## src/kpc_pkg.sv

```systemverilog
// Package for the key press classifier: word types, phase codes and reset constants.
// Used by every module of the block; depends on nothing.
`timescale 1ns / 1ps

package kpc_pkg;

    localparam int PRESS_TICKS_W = 16;
    localparam int THRESH_W      = 16;

    localparam logic [THRESH_W-1:0] LONG_PRESS_TICKS_RESET = 16'd100;

    localparam logic ACTION_TICK = 1'b0;
    localparam logic ACTION_EDGE = 1'b1;

    localparam logic PIN_PRESSED = 1'b0;

    typedef struct packed {
        logic action;
        logic pin_level;
    } in_word_t;

    typedef struct packed {
        logic                     long_press;
        logic [PRESS_TICKS_W-1:0] press_ticks;
    } out_word_t;

    typedef struct packed {
        logic      emit;
        out_word_t word;
    } kpc_result_t;

    typedef enum logic [3:0] {
        PH_IDLE    = 4'b0001,
        PH_SETTLE  = 4'b0010,
        PH_HELD    = 4'b0100,
        PH_RELEASE = 4'b1000
    } phase_t;

endpackage

```

## src/kpc_fsm.sv

```systemverilog
// Debounce phase machine and held-tick counter of the key press classifier.
// Processes one input word per enabled cycle; depends on kpc_pkg.
`timescale 1ns / 1ps

module kpc_fsm
    import kpc_pkg::*;
#(
    parameter int COUNT_WIDTH = 16
) (
    input  logic                aclk,
    input  logic                aresetn,
    input  logic                step_en,
    input  in_word_t            in_word,
    input  logic [THRESH_W-1:0] threshold,
    output kpc_result_t         result
);

    localparam int CMP_W = (COUNT_WIDTH > THRESH_W) ? COUNT_WIDTH : THRESH_W;

    phase_t                 phase_reg, phase_next;
    logic [COUNT_WIDTH-1:0] held_count_reg, held_count_next;
    logic                   timer_active_reg, timer_active_next;
    logic                   edge_armed_reg, edge_armed_next;

    logic [CMP_W-1:0]         count_ext;
    logic [CMP_W-1:0]         thresh_ext;
    logic [PRESS_TICKS_W-1:0] ticks_sat;
    logic                     emit;

    assign count_ext  = CMP_W'(held_count_reg);
    assign thresh_ext = CMP_W'(threshold);

    generate
        if (COUNT_WIDTH > PRESS_TICKS_W) begin : g_sat
            assign ticks_sat = (|held_count_reg[COUNT_WIDTH-1:PRESS_TICKS_W])
                             ? {PRESS_TICKS_W{1'b1}}
                             : held_count_reg[PRESS_TICKS_W-1:0];
        end else begin : g_ext
            assign ticks_sat = PRESS_TICKS_W'(held_count_reg);
        end
    endgenerate

    always_comb begin
        phase_next        = phase_reg;
        held_count_next   = held_count_reg;
        timer_active_next = timer_active_reg;
        edge_armed_next   = edge_armed_reg;
        emit              = 1'b0;
        if (step_en) begin
            if (in_word.action == ACTION_EDGE) begin
                if (edge_armed_reg) begin
                    case (phase_reg)
                        PH_IDLE: begin
                            timer_active_next = 1'b1;
                            edge_armed_next   = 1'b0;
                            phase_next        = PH_SETTLE;
                        end
                        PH_HELD: begin
                            emit              = 1'b1;
                            held_count_next   = '0;
                            timer_active_next = 1'b1;
                            edge_armed_next   = 1'b0;
                            phase_next        = PH_RELEASE;
                        end
                        default: begin
                        end
                    endcase
                end
            end else if (timer_active_reg) begin
                case (phase_reg)
                    PH_SETTLE: begin
                        phase_next      = PH_HELD;
                        edge_armed_next = 1'b1;
                    end
                    PH_HELD: begin
                        if (in_word.pin_level == PIN_PRESSED) begin
                            if (held_count_reg != {COUNT_WIDTH{1'b1}}) begin
                                held_count_next = held_count_reg + COUNT_WIDTH'(1);
                            end
                        end else begin
                            timer_active_next = 1'b0;
                            held_count_next   = '0;
                            phase_next        = PH_IDLE;
                        end
                        edge_armed_next = 1'b1;
                    end
                    PH_RELEASE: begin
                        timer_active_next = 1'b0;
                        edge_armed_next   = 1'b1;
                        phase_next        = PH_IDLE;
                    end
                    default: begin
                    end
                endcase
            end
        end
    end

    always_ff @(posedge aclk) begin
        if (!aresetn) begin
            phase_reg        <= PH_IDLE;
            held_count_reg   <= '0;
            timer_active_reg <= 1'b0;
            edge_armed_reg   <= 1'b1;
        end else begin
            phase_reg        <= phase_next;
            held_count_reg   <= held_count_next;
            timer_active_reg <= timer_active_next;
            edge_armed_reg   <= edge_armed_next;
        end
    end

    assign result.emit             = emit;
    assign result.word.long_press  = (count_ext >= thresh_ext);
    assign result.word.press_ticks = ticks_sat;

endmodule

```

## src/key_press_classifier.sv

```systemverilog
// Top level of the key press classifier: input register, result register, threshold register.
// Instantiates kpc_fsm; depends on kpc_pkg.
`timescale 1ns / 1ps

// The block debounces an active-low push button and reports each press as short or long.
// Input words on s_valid/s_ready/s_data are either timer ticks carrying the sampled pin
// level or pin-edge events. Result words on m_valid/m_ready/m_data come out only on the
// release edge of a held press and carry the held tick count and the long flag.
// The user writes the threshold through cfg_wr_en/cfg_wr_data while the block is idle;
// the block itself does not enforce this. A word passes the input register, the phase
// machine and the result register. Throughput is one word per cycle while the receiver
// does not stall; the phase machine and the counter update with the result register.
// Most words produce no result and simply update the state.
// Reset returns the phase to idle, clears the count, stops the timer, arms edges, sets
// the threshold to 100 and empties both registers.
// When the receiver stalls, the result register holds its word and the input register
// still takes one more word; s_ready then drops until m_ready returns.
module key_press_classifier
    import kpc_pkg::*;
#(
    parameter int COUNT_WIDTH = 16
) (
    input  logic                aclk,
    input  logic                aresetn,
    input  logic                s_valid,
    output logic                s_ready,
    input  in_word_t            s_data,
    output logic                m_valid,
    input  logic                m_ready,
    output out_word_t           m_data,
    input  logic                cfg_wr_en,
    input  logic [THRESH_W-1:0] cfg_wr_data
);

    logic                in_valid_reg;
    in_word_t            in_word_reg;
    logic                out_valid_reg;
    out_word_t           out_word_reg;
    logic [THRESH_W-1:0] thresh_reg;
    logic                advance;
    kpc_result_t         result;

    assign advance = in_valid_reg && (!out_valid_reg || m_ready);
    assign s_ready = !in_valid_reg || advance;

    kpc_fsm #(
        .COUNT_WIDTH(COUNT_WIDTH)
    ) u_fsm (
        .aclk      (aclk),
        .aresetn   (aresetn),
        .step_en   (advance),
        .in_word   (in_word_reg),
        .threshold (thresh_reg),
        .result    (result)
    );

    always_ff @(posedge aclk) begin
        if (!aresetn) begin
            in_valid_reg  <= 1'b0;
            out_valid_reg <= 1'b0;
            thresh_reg    <= LONG_PRESS_TICKS_RESET;
        end else begin
            if (s_valid && s_ready) begin
                in_valid_reg <= 1'b1;
            end else if (advance) begin
                in_valid_reg <= 1'b0;
            end
            if (advance) begin
                out_valid_reg <= result.emit;
            end else if (m_ready) begin
                out_valid_reg <= 1'b0;
            end
            if (cfg_wr_en) begin
                thresh_reg <= cfg_wr_data;
            end
        end
    end

    always_ff @(posedge aclk) begin
        if (s_valid && s_ready) begin
            in_word_reg <= s_data;
        end
        if (advance && result.emit) begin
            out_word_reg <= result.word;
        end
    end

    assign m_valid = out_valid_reg;
    assign m_data  = out_word_reg;

endmodule

```

## config.mk

```make
export PLATFORM = sky130hd
export DESIGN_NAME = key_press_classifier
export DESIGN_NICKNAME = d
export VERILOG_FILES = /design/src/kpc_pkg.sv /design/src/kpc_fsm.sv /design/src/key_press_classifier.sv
export SDC_FILE = /design/constraint.sdc
export NUM_CORES = 1
export LEC_CHECK = 0
export ABC_AREA = 1
export BUFFER_PORTS_ARGS = -buffer_cell sky130_fd_sc_hd__buf_2
export CORE_MARGIN = 2
export CORE_UTILIZATION = 53
export CTS_CLUSTER_DIAMETER = 100
export CTS_CLUSTER_SIZE = 30
export DETAILED_ROUTE_END_ITERATION = 16
export PLACE_DENSITY = 0.84
export SKIP_CTS_REPAIR_TIMING = 1
export SLEW_MARGIN = 20
export SYNTH_ARGS = -nofsm -noshare
export SYNTH_HDL_FRONTEND = slang
export SYNTH_SLANG_ARGS = --single-unit
```

## constraint.sdc

```tcl
create_clock -name aclk -period 2.8 [get_ports aclk]
set_input_delay 0.56 -clock aclk [delete_from_list [all_inputs] [get_ports aclk]]
set_output_delay 0.56 -clock aclk [all_outputs]
set_load 0.01 [all_outputs]
```

* Yosys cells after proc, flatten, opt, wreduce, memory -nomap -nowiden
Cells that the tools add are included.
** Operators by class
- Order comparisons :: 1
- Add/subtract/negate cells :: 1
- Eq/ne operators :: 9
- Mux-type cells :: 32
- Reductions and logical operators :: 19
** Operators with widths (count)
- 16-bit two-way mux :: 7
- 1-bit two-way mux :: 18
- 16-bit by 1-bit adder with 16-bit output (second input constant) :: 1
- 16-bit >= comparator :: 1
- 4-bit two-way mux :: 4
- 16-bit inequality test (second input constant) :: 1
- 4-bit case mux with 3 select lines :: 1
- 4-bit case mux with 2 select lines :: 1
- 2-bit nonzero test :: 4
- 3-bit AND reduction :: 2
- 6-bit AND reduction :: 1
- 5-bit AND reduction :: 1
- 4-bit by 1-bit equality test with 1-bit output (second input constant) :: 1
- 4-bit by 2-bit equality test with 1-bit output (second input constant) :: 1
- 4-bit by 3-bit equality test with 1-bit output (second input constant) :: 1
- 4-bit equality test (second input constant) :: 1
- 4-bit nonzero test :: 1
- 1-bit logical AND :: 3
- 3-bit by 1-bit inequality test with 1-bit output (second input constant) :: 1
- 3-bit inequality test (second input constant) :: 1
- 3-bit nonzero test :: 1
- 3-bit OR reduction :: 1
- 1-bit zero test :: 2
- 1-bit logical OR :: 2
- other kinds (4) :: 4
** Word-level totals
- Output and inout port bits :: 19
- Logic and storage cells :: 73
- Register bits after elaboration :: 59
- Input port bits :: 23

* Logic depth before layout (Yosys ltp)
Gate-level depths: netlist (run 1).
- Depth after elaboration :: 6
- Mapped depth :: 11

* By module
Synthesis (run 1) repeated with hierarchy kept, for this count alone.
** Second synthesis, totals
- Cells, all modules :: 413
- Area total of the unflattened synthesis :: 3154.3 µm²
** By module, submodules not included
- kpc_fsm :: sequential area each 440.4 µm², times used 1, area each 1930.6 µm², cells each 309
- key_press_classifier :: sequential area each 930.9 µm², times used 1, area each 1223.7 µm², cells each 104

* Least setup slack after synthesis (run 1)
No wires, ideal clock.
- Path kind :: input -> register
- Start :: input port m_ready
- End :: register out_word_reg, in the netlist m_data[0] (enable)
- Path slack :: 0.340 ns
- Arrival time :: 2.045 ns
- Library setup time :: 0.415 ns
- Stages on the path :: 4
- Cell sequence :: inv_1 nand2_1 nand2_1 nor3_1
** On the way
- Cells in the longest elaborated chain, start to end :: 4
** Ends and longest elaborated chain
- start, declared :: line key_press_classifier.sv:29 : input logic m_ready,
- 1-bit logical OR * :: line key_press_classifier.sv:43 : assign advance = in_valid_reg && (!out_valid_reg || m_ready);
- 1-bit logical AND * :: line key_press_classifier.sv:43
- 1-bit two-way mux :: line kpc_fsm.sv:49 : if (step_en) begin
- 1-bit logical AND * :: line key_press_classifier.sv:83 : if (advance && result.emit) begin
- end signal, assigned :: line key_press_classifier.sv:84 : out_word_reg <= result.word;
- end, declared :: line key_press_classifier.sv:38 : out_word_t out_word_reg;
Mark *: on every way between the ends. The rest lies on a longest branch, timed or not.
A chain may end at the register's enable or synchronous reset.

* Worst setup path after layout (run 1)
- Start :: register in_word_reg[1] (netlist bit)
- End :: register u_fsm.held_count_reg[5], in the netlist u_fsm.count_ext[5]
** On the way
- Cells in the longest elaborated chain, start to end :: 2
** Ends and longest elaborated chain
- start, declared :: line key_press_classifier.sv:36 : in_word_t in_word_reg;
- start signal, assigned :: line key_press_classifier.sv:81 : in_word_reg <= s_data;
- 2-bit by 1-bit inequality test with 1-bit output (no source line), or another cell as far along
- 5-bit AND reduction (no source line)
- end signal, assigned :: line kpc_fsm.sv:107 : held_count_reg <= held_count_next;
- end, declared :: line kpc_fsm.sv:21 : logic [COUNT_WIDTH-1:0] held_count_reg, held_count_next;
Several ways; a longest one is shown, not always the timed one.

==> Implementation_results.wiki, run 1 <==
{| class="wikitable"
! Metric !! Value
|-
| Result of the run || completed
|-
| Initial cell density of the core || 55.2%
|-
| Total Nets Final || just under 500
|-
| Die Footprint || 6440 um^2
|-
| Root cell of the clock tree || clkbuf_8
|-
| Dominant register cell in the synthesized netlist || dfxtp_1
|-
| Final antenna-violating net count || 0
|-
| Number of top-level pins || between 40 and 50
|-
| Crit path arrival time || about 2.1 ns
|-
| Number of flip-flops in the largest register || 17
|-
| Upper clock frequency limit || approximately 530 MHz
|-
| Pin count of the biggest net entering global routing || 26
|-
| CTS sink cnt || 59
|-
| TritonCTS clock tree || yes
|-
| Worst Setup Slack post-DPL || slightly above 0.9 ns
|-
| Util after Layout || approximately 63%
|-
| Fill cell total of the finished layout || a little over 500
|-
| Total global routing track utilization || 22.3%
|-
| Critical path type || flip-flop to flip-flop
|-
| Initial antenna violation count || 0
|-
| Ordered list of cells on the worst path || nor2_1, inv_1, nand3_1, nor2_2, buf_4, inv_1, nor2_4, nand2_1, nand2_1, nor2_1
|-
| DR pass1 iterations || 5
|-
| Critical path data required time || around 3.0 ns
|-
| Least setup slack across all paths after layout || 0.900 ns
|-
| Share of cells above drive strength 1 || between 10% and 20%
|-
| H-tree depth || 3
|-
| Number of synthesized flops with an enable pin || 19
|-
| Floorplan Core Area || ~5600 um^2
|-
| Worst rel slew slack || 61.1%
|-
| Top-count cell post-synth || nand2_1
|-
| Slowest cell on the critical path || edfxtp_1
|-
| Number of buffers added on ports || 41
|-
| Synth area leaders || dfxtp_1 (26%), edfxtp_1 (19%), nand2_1 (12%)
|-
| Unrepaired setup endpoints after global routing || no
|-
| Avg Inst Size Synth || a little under 8 um^2
|-
| Highest ir drop seen on vdd || 307 uV
|-
| Number of buffers on the longest clock path || 2
|-
| HPWL Detailed || 4830 um
|-
| TNS Setup || 0 ns
|-
| Seq/Total Area, Yosys || between 40 and 50%
|-
| Setup crit end kind || flip-flop
|-
| Max-slew violation total from the final report || 0
|-
| Routability congestion estimate || between 0.9 and 1
|-
| Aggregate routed wire length || approximately 6500 um
|-
| Number of vias per cell after detailed routing || around 5.2
|-
| Portion of synthesized cell area occupied by the leading cell type || between 20% and 30%
|-
| Min Tclk post-route || 1.90 ns
|-
| Count of mapped cells out of synthesis || ~400
|-
| Number of global-route vias before repair || between 2000 and 3000
|-
| Area taken by flip-flops and latches || 1370 um^2
|-
| Worst hold path class || input pin to flip-flop
|-
| Critical path's largest stage delay || ~0.66 ns
|-
| Clock latency reported for the late side of the worst-skew pair || 0.33 ns
|-
| Final setup vio count || 0
|-
| Multi-input logic area || around 1500 um^2
|-
| Syn Std Cell Area || around 3100 um^2
|-
| Area overhead of the layout relative to synthesis || 14.8%
|-
| Worst setup SP type || flip-flop
|-
| Wire length per cell after detailed routing || between 10 and 15 um
|-
| Global-route wire length before repair || between 10000 and 15000 um
|-
| Leading area contributor after synthesis || dfxtp_1
|-
| Count of warnings emitted by yosys || 0
|-
| Number of rows created at floorplan || 27
|-
| Chip height || approximately 80 um
|-
| Async SR Flop Fraction || 0%
|-
| Clk_skew || around 0.0060 ns
|-
| # diodes || 0
|-
| List of most frequent post-synthesis cells || nand2_1 (96), inv_1 (46), nor2_1 (42)
|-
| Fraction of the cycle the final worst path needs || between 60% and 70%
|-
| # DRC || 0
|-
| Number of buffers created by CTS || 9
|-
| MaxCap Viol Count || 0
|-
| Max FO, Critical Path || 15
|-
| Final hold viol count || 0
|-
| Post-Synthesis Net Count || about 440
|-
| Number of DRC violations after detailed-routing iteration 0 || approximately 270
|-
| Worst Tran Pin Value || roughly 0.58 ns
|-
| X dimension of the die || about 80 um
|-
| Clock transition at path regs || approximately 0.060 ns
|-
| Total overflow reported by the global router || 0
|-
| Via count of the routed design || approximately 2700
|-
| Synth cell types || 31
|-
| Synth Register Bits || a little under 60
|-
| Leak pwr || around 1.5 nW
|-
| Pwr dens || between 400 and 500 nW/um^2
|}
## worst max-delay path, delay by kind of cell (launching register included)
kind          cells  cell delay [ns]
buf+inv           3             0.35
flops             1             0.66
simple gates      7             0.78
## report_power, final
part	switching, mW	internal (mW)
Clock	0.303	0.367
Sequential	0.0159	0.902
Combinational	0.0803	0.0473
Total	0.399	1.32
## cell type report
| cell class | count | area share [%] |
|---|---|---|
| Timing Repair Buffer | 44 | 6.44 |
| Tap cell | 72 | 2.55 |
| Clock inverter | 2 | 0.283 |
| Inverter | 47 | 5.06 |
| Clock buffer | 14 | 4.60 |
| Sequential cell | 59 | 38.8 |
| Multi-Input combinational cell | 284 | 42.3 |
## path summary, 6_finish.rpt
check / start / endpoint / slack (ns) / cells after the start
worst max register to register: in_word_reg[1] / u_fsm.count_ext[5] / 0.90 / 10
worst max-delay path: in_word_reg[1] / u_fsm.count_ext[5] / 0.90 / 10
worst min-delay path: s_data[1] / in_word_reg[1] / 0.40 / 1
worst min register to register: thresh_reg[3] / thresh_reg[3] / 0.47 / 2
## logic make-up (layout without fill, tap and decap cells)
kind of cell / Yosys count / in the layout / share of synthesized area [%]
adders and majority gates: 17 / 17 / 6.91
buffers and inverters: 55 / 107 / 7.11
AOI/OAI and AO/OA: 67 / 67 / 11.2
DFF: 59 / 59 / 44.5
xor gates and xnor gates: 1 / 1 / 0.284
and+or+nand+nor: 199 / 199 / 29.9
## cell usage in the layout, fill, tap and decap left out
cell	synthesis	final
a21oi_1	37	37
buf_2	1	41
buf_4	0	3
clkbuf_1	4	3
clkbuf_8	0	11
clkinv_2	0	2
dfxtp_1	40	40
edfxtp_1	19	19
ha_1	17	17
inv_1	46	46
inv_4	1	1
nand2_1	96	96
nand2_2	2	2
nand2_4	2	2
nand3_1	34	34
nand3_2	1	1
nand3_4	1	1
nand3b_1	1	1
nand4_1	4	4
nand4_4	1	1
nor2_1	42	42
nor2_2	4	4
nor2_4	3	3
nor2_8	1	1
nor3_1	5	4
nor3_2	0	1
nor3b_1	1	1
nor4_1	1	1
o21a_1	1	1
o21ai_0	26	26
o21bai_1	3	3
xnor2_1	1	1
## through the flow
step | power [mW] | hold slack [ns] | cells | cell area, um^2
2_1_floorplan | 1.02 | 0.435 | 398 | 3080
3_3_place_gp | 1.06 | 0.454 | 506 | 3360
3_5_place_dp | 1.06 | 0.458 | 506 | 3360
4_1_cts | 1.73 | 0.392 | 522 | 3530
5_1_grt | 1.78 | 0.394 | 522 | 3530
6_report | 1.72 | 0.401 | 522 | 3530
## metal layers
layer | track usage (%) | wire [um] | part of all wire (%) | vias up
met4 | 10.8 | 110 | 1.7 | 0
met1 | 28.1 | 2970 | 46 | 1240
met3 | 4.16 | 374 | 5.8 | 10
met2 | 36.8 | 3000 | 46 | 77
met5 | 0 | 0 | 0 | -
li1 | - | - | - | 1407
No activity file was read; power rests on OpenSTA's default activity.
==> run 2: changes to the inputs <==
==> constraint.sdc (replaced) <==
create_clock -name aclk -period 1.8 [get_ports aclk]
set_input_delay 0.36 -clock aclk [delete_from_list [all_inputs] [get_ports aclk]]
set_output_delay 0.36 -clock aclk [all_outputs]
set_load 0.01 [all_outputs]
==> run 2 against run 1 <==
Against the previous run:
- die area stayed put
- setup slack worse by 0.81 ns
- power is 60% higher
- first-iteration DRC count is 8.6% higher
- clock-buffer cell count stayed put
- sequential cell count stayed put
- critical path type unchanged
- critical endpoint is now u_fsm.count_ext[9]
==> Implementation_results.wiki, run 2 (synthesized netlist as in run 1, its figures left out) <==
{| class="wikitable"
! Metric !! Value
|-
| Floorplan Core Area || roughly 5600 um^2
|-
| Number of top-level pins || 42
|-
| Setup crit end kind || flip-flop
|-
| Number of DRC violations after detailed-routing iteration 0 || a little under 300
|-
| H-tree depth || 3
|-
| Max FO, Critical Path || 10
|-
| Initial cell density of the core || a little under three fifths
|-
| Fraction of the cycle the final worst path needs || 94.8%
|-
| Chip height || roughly 80 um
|-
| HPWL Detailed || ~5300 um
|-
| Final setup vio count || 0
|-
| Aggregate routed wire length || 7000 um
|-
| Worst reg-to-reg path cell count || 9
|-
| Initial antenna violation count || 0
|-
| Result of the run || completed
|-
| Global-route wire length before repair || 11600 um
|-
| Grt peak-use layer || met2
|-
| Ordered list of cells on the worst path || ha_2, nand2_2, nor2_8, nand4_4, nand2_4, nand2_4, inv_4, nand2_1, nand2_1
|-
| Count of placed standard cells in the final layout, fillers left out || between 500 and 600
|-
| Number of global-route vias before repair || 2578
|-
| Global Route met3 Usage || ~5.5%
|-
| CTS sink cnt || 59
|-
| Routability congestion estimate || about 0.94
|-
| MaxCap Viol Count || 0
|-
| Via count of the routed design || around 2900
|-
| Leak pwr || roughly 1.6 nW
|-
| Final antenna-violating net count || 0
|-
| Multi-input logic area || between 1500 and 2000 um^2
|-
| Crit path arrival time || about 2 ns
|-
| TritonCTS clock tree || yes
|-
| Critical Path Start || u_fsm.count_ext[1]
|-
| Worst rel slew slack || 61.5%
|-
| Number of buffers added on ports || around 40
|-
| Number of flip-flops in the largest register || 17
|-
| End of the worst register-to-register path || u_fsm.count_ext[9]
|-
| Slowest cell on the critical path || dfxtp_1
|-
| Upper clock frequency limit || ~590 MHz
|-
| Wire length per cell after detailed routing || 13.1 um
|-
| Leading cell type in the layout, fill and taps excluded || nand2_1
|-
| Critical path type || flip-flop to flip-flop
|-
| R2R Setup Slk || between 0.09 and 0.1 ns
|-
| Critical path data required time || around 2.1 ns
|-
| Fill cell total of the finished layout || between 400 and 500
|-
| Total overflow reported by the global router || 0
|-
| Clock transition at path regs || 0.06 ns
|-
| Pwr dens || 749 nW/um^2
|-
| TNS Setup || 0 ns
|-
| Pin count of the biggest net entering global routing || 26
|-
| Number of vias per cell after detailed routing || between 5 and 6
|-
| Final hold viol count || 0
|-
| Share of cells above drive strength 1 || between 10% and 20%
|-
| Source of the worst register-to-register timing path || u_fsm.count_ext[1]
|-
| Area overhead of the layout relative to synthesis || 18.8%
|-
| Number of buffers created by CTS || 9
|-
| Critical path's largest stage delay || roughly 0.46 ns
|-
| Max-slew violation total from the final report || 0
|-
| Final instance area || 3660 um^2
|-
| Total Nets Final || a little under 500
|-
| Util after Layout || 65.6%
|-
| DR pass1 iterations || 5
|-
| # diodes || 0
|-
| Instance count after placement with tap cells included || between 500 and 600
|-
| Area after detailed placement || around 3500 um^2
|-
| Worst hold path class || input pin to flip-flop
|-
| Highest ir drop seen on vdd || between 500 and 600 uV
|-
| Root cell of the clock tree || clkbuf_8
|-
| Number of rows created at floorplan || 27
|-
| X dimension of the die || 80.2 um
|-
| Clk_skew || 0.00853 ns
|-
| Clock latency reported for the late side of the worst-skew pair || about 0.34 ns
|-
| Number of buffers on the longest clock path || 2
|-
| Area taken by flip-flops and latches || ~1400 um^2
|-
| Die Footprint || around 6400 um^2
|-
| Commonest cells after routing, fill and taps aside || nand2_1 (96), inv_1 (46), nor2_1 (41), buf_2 (41), dfxtp_1 (40)
|-
| Total power || roughly 2.7 mW
|-
| Worst setup SP type || flip-flop
|-
| # DRC || 0
|-
| Worst Tran Pin Value || 0.576 ns
|-
| Min Tclk post-route || approximately 1.7 ns
|-
| Global routing usage on met2 || between 30% and 40%
|-
| Met1 GRT Util || a little under a third
|-
| Critical path capture point || u_fsm.count_ext[9]
|-
| Total global routing track utilization || approximately a quarter
|}
==> run 2: worst max-delay path, delay by kind of cell, from the launching register on <==
| kind | cells | cell delay [ns] |
|---|---|---|
| adder cells (fa/ha/maj) | 1 | 0.28 |
| buffers and inverters | 1 | 0.07 |
| flip-flops | 1 | 0.46 |
| AND/OR/NAND/NOR | 7 | 0.84 |
==> run 2: area by class of cell <==
class	instances	area share, %
inverter	47	4.89
multi-input combinational	284	41.1
tap	72	2.46
sequential	59	37.5
timing repair buffer	56	9.03
clock inverter	2	0.274
clock buffer	14	4.72
==> run 2: power breakdown <==
group / leakage, nW / switching, mW / internal, mW
clock network: 0.0965 / 0.491 / 0.608
logic: 0.989 / 0.135 / 0.0813
registers: 0.489 / 0.0205 / 1.40
total: 1.57 / 0.647 / 2.09
==> run 2: worst min path at each step <==
stage	start	to	cells after the start	slack, ns
6_report	s_data[1]	in_word_reg[1]	1	0.20
5_1_grt	s_data[1]	in_word_reg[1]	1	0.20
4_1_cts	s_data[1]	in_word_reg[1]	1	0.19
3_5_place_dp	thresh_reg[14]	thresh_reg[14]	2	0.46
3_3_place_gp	thresh_reg[15]	thresh_reg[15]	2	0.45
2_1_floorplan	thresh_reg[15]	thresh_reg[15]	2	0.44
==> run 2: metal layers <==
| layer | routed length, um | vias to the layer above |
|---|---|---|
| met2 | 3110 | 110 |
| met3 | 581 | 18 |
| li1 | - | 1435 |
| met1 | 3130 | 1295 |
| met5 | 0 | - |
| met4 | 175 | 0 |
==> run 2: stage by stage <==
step,hold slack [ns],worst slack [ns]
after floorplan,0.435,0.174
after global placement,0.454,0.198
after detailed placement,0.456,0.119
after CTS,0.191,0.107
after global routing,0.198,-0.00652
final,0.204,0.0928
